[config.mk]
export PLATFORM = sky130hd
export DESIGN_NAME = lowest_free_id_allocator_top
export DESIGN_NICKNAME = d
export VERILOG_FILES = /design/src/design/lfia_pkg.sv /design/src/design/lfia_ram.sv /design/src/design/lfia_ctrl.sv /design/src/design/lfia_dpath.sv /design/src/design/lowest_free_id_allocator_top.sv
export VERILOG_INCLUDE_DIRS = /design/src /design/src/design
export SDC_FILE = /design/constraint.sdc
export NUM_CORES = 1
export LEC_CHECK = 0
export ABC_AREA = 1
export BUFFER_PORTS_ARGS = -buffer_cell sky130_fd_sc_hd__buf_4
export CAP_MARGIN = 20
export CELL_PAD_IN_SITES_DETAIL_PLACEMENT = 0
export CELL_PAD_IN_SITES_GLOBAL_PLACEMENT = 1
export CORE_MARGIN = 2
export CORE_UTILIZATION = 42
export CTS_CLUSTER_SIZE = 30
export DETAILED_ROUTE_END_ITERATION = 8
export PLACE_DENSITY_LB_ADDON = 0.1
export SLEW_MARGIN = 20
export SYNTH_ARGS = -nofsm -noshare
export SYNTH_HDL_FRONTEND = slang
export SYNTH_SLANG_ARGS = --single-unit
[constraint.sdc]
create_clock -name i_clk -period 14.11 [get_ports i_clk]
set_input_delay 2.822 -clock i_clk [delete_from_list [all_inputs] [get_ports i_clk]]
set_output_delay 2.822 -clock i_clk [all_outputs]
set_load 0.1 [all_outputs]
[src/design/lowest_free_id_allocator_top_macros.svh]
// ----------------------------------------------------------------------------
// lowest_free_id_allocator_top_macros
// assertion helpers for the identifier allocator
// ----------------------------------------------------------------------------
`ifndef LOWEST_FREE_ID_ALLOCATOR_TOP_MACROS_SVH
`define LOWEST_FREE_ID_ALLOCATOR_TOP_MACROS_SVH

// same-cycle implication
`define LFIA_ASSERT_NOW(label, clk, rst_n, ante, cons, msg) \
    label: assert property (@(posedge clk) disable iff (!rst_n) (ante) |-> (cons)) \
        else $error(msg);

// next-cycle implication
`define LFIA_ASSERT_NEXT(label, clk, rst_n, ante, cons, msg) \
    label: assert property (@(posedge clk) disable iff (!rst_n) (ante) |=> (cons)) \
        else $error(msg);

`endif

[src/design/lfia_pkg.sv]
// ----------------------------------------------------------------------------
// lfia_pkg
// shared types, constants and helper functions of the identifier allocator
// ----------------------------------------------------------------------------
package lfia_pkg;

    localparam int CAPACITY  = 1024;
    localparam int WORD_W    = 32;
    localparam int NUM_WORDS = CAPACITY / WORD_W;
    localparam int WORD_AW   = $clog2(NUM_WORDS);
    localparam int BIT_AW    = $clog2(WORD_W);
    localparam int ID_W      = 10;
    localparam int GRANT_W   = 11;
    localparam int POOL_W    = 11;

    localparam logic [POOL_W-1:0]  POOL_MAX   = POOL_W'(CAPACITY);
    localparam logic [GRANT_W-1:0] GRANT_NONE = {GRANT_W{1'b1}};

    typedef enum logic [1:0] {
        REQ_GET     = 2'd0,
        REQ_CHECK   = 2'd1,
        REQ_RELEASE = 2'd2
    } t_req;

    typedef enum logic [1:0] {
        ST_IDLE,
        ST_READ,
        ST_EXEC
    } t_state;

    typedef struct packed {
        logic load;
        logic rd;
        logic exec;
    } t_cmd;

    // index of the lowest set bit, zero when none is set
    function automatic logic [BIT_AW-1:0] lowest_set(input logic [WORD_W-1:0] v);
        logic [BIT_AW-1:0] res;
        res = '0;
        for (int i = WORD_W - 1; i >= 0; i--) begin
            if (v[i]) begin
                res = BIT_AW'(i);
            end
        end
        return res;
    endfunction

    // same for the per-word summary
    function automatic logic [WORD_AW-1:0] lowest_word(input logic [NUM_WORDS-1:0] v);
        logic [WORD_AW-1:0] res;
        res = '0;
        for (int i = NUM_WORDS - 1; i >= 0; i--) begin
            if (v[i]) begin
                res = WORD_AW'(i);
            end
        end
        return res;
    endfunction

    // word contents right after a fill with the given limit
    function automatic logic [WORD_W-1:0] fill_word(input logic [POOL_W-1:0] limit,
                                                    input logic [WORD_AW-1:0] idx);
        logic [POOL_W-BIT_AW-1:0] hi;
        logic [POOL_W-BIT_AW-1:0] wi;
        logic [WORD_W-1:0]        res;
        hi = limit[POOL_W-1:BIT_AW];
        wi = (POOL_W-BIT_AW)'(idx);
        if (hi > wi) begin
            res = '1;
        end else if (hi == wi) begin
            res = (WORD_W'(1) << limit[BIT_AW-1:0]) - WORD_W'(1);
        end else begin
            res = '0;
        end
        return res;
    endfunction

    // summary bits right after a fill with the given limit
    function automatic logic [NUM_WORDS-1:0] fill_summary(input logic [POOL_W-1:0] limit);
        logic [NUM_WORDS-1:0] res;
        for (int i = 0; i < NUM_WORDS; i++) begin
            res[i] = |fill_word(limit, WORD_AW'(i));
        end
        return res;
    endfunction

endpackage

[src/design/lfia_ram.sv]
// ----------------------------------------------------------------------------
// lfia_ram
// simple dual-port memory, one write and one registered read port
// ----------------------------------------------------------------------------
module lfia_ram #(
    parameter int WIDTH = 32,
    parameter int DEPTH = 32
) (
    input  logic                     i_clk,
    input  logic                     i_we,
    input  logic [$clog2(DEPTH)-1:0] i_waddr,
    input  logic [WIDTH-1:0]         i_wdata,
    input  logic                     i_re,
    input  logic [$clog2(DEPTH)-1:0] i_raddr,
    output logic [WIDTH-1:0]         o_rdata
);

    logic [WIDTH-1:0] r_mem [DEPTH];
    logic [WIDTH-1:0] r_rdata;

    always_ff @(posedge i_clk) begin
        if (i_we) begin
            r_mem[i_waddr] <= i_wdata;
        end
        if (i_re) begin
            r_rdata <= r_mem[i_raddr];
        end
    end

    assign o_rdata = r_rdata;

endmodule

[src/design/lfia_ctrl.sv]
// ----------------------------------------------------------------------------
// lfia_ctrl
// request sequencer: accept, read bitmap word, execute
// ----------------------------------------------------------------------------
module lfia_ctrl (
    input  logic          i_clk,
    input  logic          i_rst_n,
    input  logic          start,
    output logic          busy,
    output lfia_pkg::t_cmd o_cmd
);

    lfia_pkg::t_state r_state;
    lfia_pkg::t_state n_state;

    always_ff @(posedge i_clk) begin
        if (!i_rst_n) begin
            r_state <= lfia_pkg::ST_IDLE;
        end else begin
            r_state <= n_state;
        end
    end

    always_comb begin
        n_state = r_state;
        unique case (r_state)
            lfia_pkg::ST_IDLE: begin
                if (start) begin
                    n_state = lfia_pkg::ST_READ;
                end
            end
            lfia_pkg::ST_READ: n_state = lfia_pkg::ST_EXEC;
            lfia_pkg::ST_EXEC: n_state = lfia_pkg::ST_IDLE;
            default:           n_state = lfia_pkg::ST_IDLE;
        endcase
    end

    always_comb begin
        o_cmd = '0;
        busy  = 1'b1;
        unique case (r_state)
            lfia_pkg::ST_IDLE: begin
                busy       = 1'b0;
                o_cmd.load = start;
            end
            lfia_pkg::ST_READ: o_cmd.rd   = 1'b1;
            lfia_pkg::ST_EXEC: o_cmd.exec = 1'b1;
            default:           busy       = 1'b1;
        endcase
    end

endmodule

[src/design/lfia_dpath.sv]
// ----------------------------------------------------------------------------
// lfia_dpath
// two-level free bitmap: summary flops over a word memory with valid bits
// ----------------------------------------------------------------------------
module lfia_dpath (
    input  logic                            i_clk,
    input  logic                            i_rst_n,
    input  logic                            i_cfg_we,
    input  logic [lfia_pkg::POOL_W-1:0]     i_cfg_data,
    input  lfia_pkg::t_cmd                  i_cmd,
    input  logic [1:0]                      i_req_type,
    input  logic [lfia_pkg::ID_W-1:0]       i_id_number,
    output logic signed [lfia_pkg::GRANT_W-1:0] o_granted_id,
    output logic                            o_is_free,
    output logic                            o_strobe
);

    logic [1:0]                      r_req;
    logic [lfia_pkg::WORD_AW-1:0]    r_word;
    logic [lfia_pkg::BIT_AW-1:0]     r_bit;
    logic                            r_empty;
    logic [lfia_pkg::POOL_W-1:0]     r_limit;
    logic [lfia_pkg::NUM_WORDS-1:0]  r_valid;
    logic [lfia_pkg::NUM_WORDS-1:0]  r_summary;
    logic [lfia_pkg::GRANT_W-1:0]    r_granted;
    logic                            r_is_free;
    logic                            r_strobe;

    logic [lfia_pkg::WORD_W-1:0]     rdata;
    logic [lfia_pkg::WORD_W-1:0]     cur_word;
    logic [lfia_pkg::WORD_W-1:0]     new_word;
    logic [lfia_pkg::WORD_W-1:0]     onehot;
    logic [lfia_pkg::BIT_AW-1:0]     bit_sel;
    logic                            is_get;
    logic                            is_check;
    logic                            is_release;
    logic                            we;
    logic [lfia_pkg::POOL_W-1:0]     cfg_limit;

    lfia_ram #(
        .WIDTH (lfia_pkg::WORD_W),
        .DEPTH (lfia_pkg::NUM_WORDS)
    ) u_ram (
        .i_clk   (i_clk),
        .i_we    (we),
        .i_waddr (r_word),
        .i_wdata (new_word),
        .i_re    (i_cmd.rd),
        .i_raddr (r_word),
        .o_rdata (rdata)
    );

    assign is_get     = (r_req == lfia_pkg::REQ_GET);
    assign is_check   = (r_req == lfia_pkg::REQ_CHECK);
    assign is_release = (r_req == lfia_pkg::REQ_RELEASE);

    assign cfg_limit = (i_cfg_data > lfia_pkg::POOL_MAX) ? lfia_pkg::POOL_MAX : i_cfg_data;

    always_comb begin
        cur_word = r_valid[r_word] ? rdata : lfia_pkg::fill_word(r_limit, r_word);
        bit_sel  = is_get ? lfia_pkg::lowest_set(cur_word) : r_bit;
        onehot   = lfia_pkg::WORD_W'(1) << bit_sel;
        new_word = is_get ? (cur_word & ~onehot) : (cur_word | onehot);
        we       = i_cmd.exec && ((is_get && !r_empty) || is_release);
    end

    // request capture
    always_ff @(posedge i_clk) begin
        if (i_cmd.load) begin
            r_req   <= i_req_type;
            r_empty <= ~|r_summary;
            if (i_req_type == lfia_pkg::REQ_GET) begin
                r_word <= lfia_pkg::lowest_word(r_summary);
                r_bit  <= '0;
            end else begin
                r_word <= i_id_number[lfia_pkg::ID_W-1:lfia_pkg::BIT_AW];
                r_bit  <= i_id_number[lfia_pkg::BIT_AW-1:0];
            end
        end
    end

    // bitmap bookkeeping
    always_ff @(posedge i_clk) begin
        if (!i_rst_n) begin
            r_limit   <= lfia_pkg::POOL_MAX;
            r_valid   <= '0;
            r_summary <= lfia_pkg::fill_summary(lfia_pkg::POOL_MAX);
        end else if (i_cfg_we) begin
            r_limit   <= cfg_limit;
            r_valid   <= '0;
            r_summary <= lfia_pkg::fill_summary(cfg_limit);
        end else if (we) begin
            r_valid[r_word]   <= 1'b1;
            r_summary[r_word] <= |new_word;
        end
    end

    // result register
    always_ff @(posedge i_clk) begin
        if (!i_rst_n) begin
            r_strobe <= 1'b0;
        end else begin
            r_strobe <= i_cmd.exec;
        end
    end

    always_ff @(posedge i_clk) begin
        if (i_cmd.exec) begin
            if (is_get) begin
                r_granted <= r_empty ? lfia_pkg::GRANT_NONE
                                     : lfia_pkg::GRANT_W'({r_word, bit_sel});
            end else begin
                r_granted <= '0;
            end
            r_is_free <= is_check && cur_word[r_bit];
        end
    end

    assign o_granted_id = r_granted;
    assign o_is_free    = r_is_free;
    assign o_strobe     = r_strobe;

endmodule

[src/design/lowest_free_id_allocator_top.sv]
// ----------------------------------------------------------------------------
// lowest_free_id_allocator_top
// lowest-first identifier allocator over a two-level free bitmap
// ----------------------------------------------------------------------------
// Each request goes through these steps in order: the accepting cycle
// picks the bitmap word, the READ state does the registered read of the
// word memory, and the EXEC state finds the bit and writes the word back.
// busy falls in the cycle the result is shown, so a new request is taken
// only once the last one is through. o_strobe is high for a single cycle;
// the receiver cannot stall it and must take it while o_strobe is high. A
// write of the pool size takes effect at once and needs no clearing pass.
module lowest_free_id_allocator_top (
    input  logic                                i_clk,
    input  logic                                i_rst_n,
    input  logic                                i_cfg_we,
    input  logic [lfia_pkg::POOL_W-1:0]         i_cfg_data,
    input  logic                                start,
    output logic                                busy,
    input  logic [1:0]                          i_req_type,
    input  logic [lfia_pkg::ID_W-1:0]           i_id_number,
    output logic                                o_strobe,
    output logic signed [lfia_pkg::GRANT_W-1:0] o_granted_id,
    output logic                                o_is_free
);

`include "lowest_free_id_allocator_top_macros.svh"

    lfia_pkg::t_cmd cmd;

    lfia_ctrl u_ctrl (
        .i_clk   (i_clk),
        .i_rst_n (i_rst_n),
        .start   (start),
        .busy    (busy),
        .o_cmd   (cmd)
    );

    lfia_dpath u_dpath (
        .i_clk        (i_clk),
        .i_rst_n      (i_rst_n),
        .i_cfg_we     (i_cfg_we),
        .i_cfg_data   (i_cfg_data),
        .i_cmd        (cmd),
        .i_req_type   (i_req_type),
        .i_id_number  (i_id_number),
        .o_granted_id (o_granted_id),
        .o_is_free    (o_is_free),
        .o_strobe     (o_strobe)
    );

    `LFIA_ASSERT_NEXT(a_accept_busy, i_clk, i_rst_n, start && !busy, busy, "busy not raised after request")
    `LFIA_ASSERT_NOW(a_result_latency, i_clk, i_rst_n, start && !busy, ##3 o_strobe, "result strobe missing")
    `LFIA_ASSERT_NOW(a_strobe_idle, i_clk, i_rst_n, o_strobe, !busy, "strobe while busy")
    `LFIA_ASSERT_NOW(a_result_excl, i_clk, i_rst_n, o_strobe && o_is_free, o_granted_id == 0, "check result carries an id")

endmodule
==> flow_summary.yaml <==
final_layout:
  syn2layout_area_growth_pct: 12.5
  fin_area_sq_um: 52800
  regArea_sq_um: 34000
  fin_nets: 3638
  diodes: 0
  drive_above_1_share_pct: 11.1
  final_common_cell: "edfxtp_1"
  fin_util_pct: 47.7
  n_fill_cell: 9850
  final_cell_mix: "1081 x edfxtp_1, 526 x a22oi_1, 436 x nand2_1"
  multi_input_area_sq_um: 11600
logic_synthesis:
  synth_cell_types: 65
  synth_area_sq_um: 46900
  syn_inst: 3576
  syn-num-nets: 3610
  synthFlopType: "edfxtp_1"
  syn_area_per_cell_sq_um: 13.1
  async_flop_share_pct: 0
  yosysSeqAreaShare_pct: 72.5
  synth_edf_count: 1081
  ys.warnings.count: 0
  ys_ff_latch: 1159
floorplan:
  start_util_pct: 42.4
  die_x_microns: 338
  die-area_sq_um: 114000
  core-area_sq_um: 111000
  num_rows: 122
  io_pins: 41
  die_h_microns: 338
min_path:
  whs_endpoint: "u_dpath.r_valid[18]$_SDFFE_PP0P_"
  hold_depth: 2
  hp-class: "reg -> reg"
  min-delay-start: "u_dpath.r_valid[18]$_SDFFE_PP0P_"
place:
  detailed_place_hpwl_microns: 90300
  routabilityCongestion: 0.912
  placed_cell_area_sq_um: 49000
  portBuffers: 40
clock_tree:
  cts_inserted_buffers: 120
  clk_latency_ns: 0.73
  cts_hold_buf: 0
  path_clk_slew_ns: 0.07
  cts-root-buf: "clkbuf_16"
  cts_sinks: 1159
  htree_levels: 3
  tritoncts: "yes"
  cts_buffer_depth: 3
  cts_resized: 0
  post_cts_buffers: 0
setup_path:
  arrival_ns: 8.42
  cp_max_fo: 44
  cp-start-kind: "flop"
  rr_endpoint: "u_dpath.r_summary[17]$_SDFFE_PN1P_"
  r2r-start: "u_dpath.r_word[1]$_DFFE_PP_"
  worst_path_most_repeated_cell: "nand2_1"
  cp_slowest_cell: "o21ai_0"
  slowest_delay_ns: 0.91
  crit_required_ns: 14.73
  cp-end-kind: "flop"
  reg2regPathDepth: 31
  crit_type: "reg -> reg"
  r2r_setup_slack_ns: 6.31
pwr:
  power.leakage_nw: 17.2
  p_per_area_nw_per_um2: 142
  ir_drop_mv: 0.112
sta:
  setup_viol: 0
  max_freq_ghz: 0.128
  fin_crit_ns: 7.80
  rsz0062_at_grt: "no"
  finalHoldViolCount: 0
  tightest_slew_ns: 1.31
  fin_crit_sh_pct: 55.3
  maxSlewViolCount: 0
  fin_setup_tns_ns: 0
  finClkSkew_ns: 0.0319
  max-slew-margin-rel_pct: 12.4
route:
  drt-pass1-iter-count: 5
  drc: 0
  wl_microns: 164000
  drtAntennaViolNets: 0
  wl_per_cell_microns: 31.6
  vias: 31400
  drt_iter0_markers: 3878
  avgViaCountPerCell: 6.05
job:
  cap_viol_max_count: 0
global_route:
  grt_pass1_vias: 29900
  antenna_found_initial: 3
  grt.overflow.total: 0
  grt_max_degree: 146
  grt.total_usage_pct: 27.8
  grt_first_pass_wirelength_microns: 228000
status:
  status: "finished clean"
-- registers in the layout, indices dropped and copies added (netlist names) --
name	flops
u_dpath.u_ram.r_mem	1024
u_dpath.r_summary	32
u_dpath.r_valid	32
u_dpath.u_ram.o_rdata	32
u_dpath.o_granted_id	11
u_dpath.r_limit	11
u_dpath.r_bit	5
u_dpath.r_word	5
u_ctrl.r_state	2
u_dpath.r_req	2
u_dpath.o_is_free	1
u_dpath.o_strobe	1
u_dpath.r_empty	1
-- metal layers --
metal	up-vias	global-route usage (%)	routed length, microns
met3	192	4.17	11900
li1	13600	-	-
met2	1440	43.8	76100
met1	16200	40.7	72300
met4	2	6.67	3660
met5	-	0	20
-- logic make-up after synthesis --
logic type / count (synthesis) / synth area share [%]
compound gates: 990 / 14.0
xor+xnor: 10 / 0.187
fa+ha+maj: 7 / 0.187
buf+inv: 397 / 3.47
flops: 1159 / 72.5
simple gates: 1013 / 9.68
-- final cells by class --
type                       instances  area share (%)
multi-input combinational       2020            21.9
clock buffer                     153            6.06
sequential                      1159            64.4
timing repair buffer             107            1.62
tap                             1488            3.53
clock inverter                    68            1.09
inverter                         196            1.41
-- metrics by stage --
step | hold WS [ns] | total power, mW | worst slack, ns | std cells
detailed placement | 0.459 | 4.48 | 6.43 | 4970
finish | 0.473 | 7.48 | 6.31 | 5191
floorplan | 0.423 | 4.24 | 8.81 | 3576
global placement | 0.450 | 4.47 | 6.28 | 4970
global route | 0.492 | 7.69 | 5.84 | 5191
CTS | 0.473 | 7.52 | 6.41 | 5191
-- worst max-delay path, delay by kind of cell, from the launching register on --
family	cells	cell delay, ns
buf+inv	7	2.61
simple gates	20	2.60
compound gates	4	1.80
flops	1	0.54
-- worst max-delay path by stage --
stage / start / slack, ns / endpoint
floorplan: i_cfg_data[10] / 8.81 / u_dpath.r_summary[12]$_SDFFE_PN1P_
global placement: u_dpath.r_word[1]$_DFFE_PP_ / 6.28 / u_dpath.r_summary[11]$_SDFFE_PN1P_
detailed placement: u_dpath.r_word[1]$_DFFE_PP_ / 6.43 / u_dpath.r_summary[10]$_SDFFE_PN1P_
CTS: u_dpath.r_word[1]$_DFFE_PP_ / 6.41 / u_dpath.r_summary[10]$_SDFFE_PN1P_
global route: u_dpath.r_word[1]$_DFFE_PP_ / 5.84 / u_dpath.r_summary[14]$_SDFFE_PN1P_
finish: u_dpath.r_word[1]$_DFFE_PP_ / 6.31 / u_dpath.r_summary[17]$_SDFFE_PN1P_
-- cells in the mapped netlist, types with 5 or more instances --
master / instances / area share (%)
a2111o_1: 9 / 0.22
a211oi_1: 8 / 0.13
a21oi_1: 282 / 3.0
a22oi_1: 526 / 8.4
a31oi_1: 17 / 0.23
buf_1: 23 / 0.18
buf_2: 21 / 0.22
buf_4: 16 / 0.26
buf_6: 6 / 0.14
clkbuf_1: 133 / 1.1
clkinv_1: 7 / 0.056
dfxtp_1: 78 / 3.3
edfxtp_1: 1081 / 69
ha_1: 7 / 0.19
inv_1: 174 / 1.4
inv_2: 15 / 0.12
nand2_1: 440 / 3.5
nand2_4: 5 / 0.12
nand3_1: 110 / 1.2
nand4_1: 39 / 0.52
nand4_2: 7 / 0.19
nor2_1: 277 / 2.2
nor2_2: 17 / 0.23
nor2_4: 10 / 0.24
nor3_1: 28 / 0.30
nor4_1: 36 / 0.48
o211ai_1: 7 / 0.11
o21ai_0: 79 / 0.84
o21ai_1: 13 / 0.14
o21ai_2: 5 / 0.093
o22ai_1: 7 / 0.093
o31ai_1: 5 / 0.080
or2_2: 21 / 0.28
or4_1: 8 / 0.13
xnor2_1: 6 / 0.11
-- power breakdown --
| group | switching [mW] | leakage, nW | internal [mW] |
|---|---|---|---|
| combinational | 0.437 | 5.10 | 0.125 |
| sequential | 0.0238 | 10.3 | 3.83 |
| clock | 1.33 | 1.84 | 1.74 |
No activity file was read; power rests on OpenSTA's default activity.
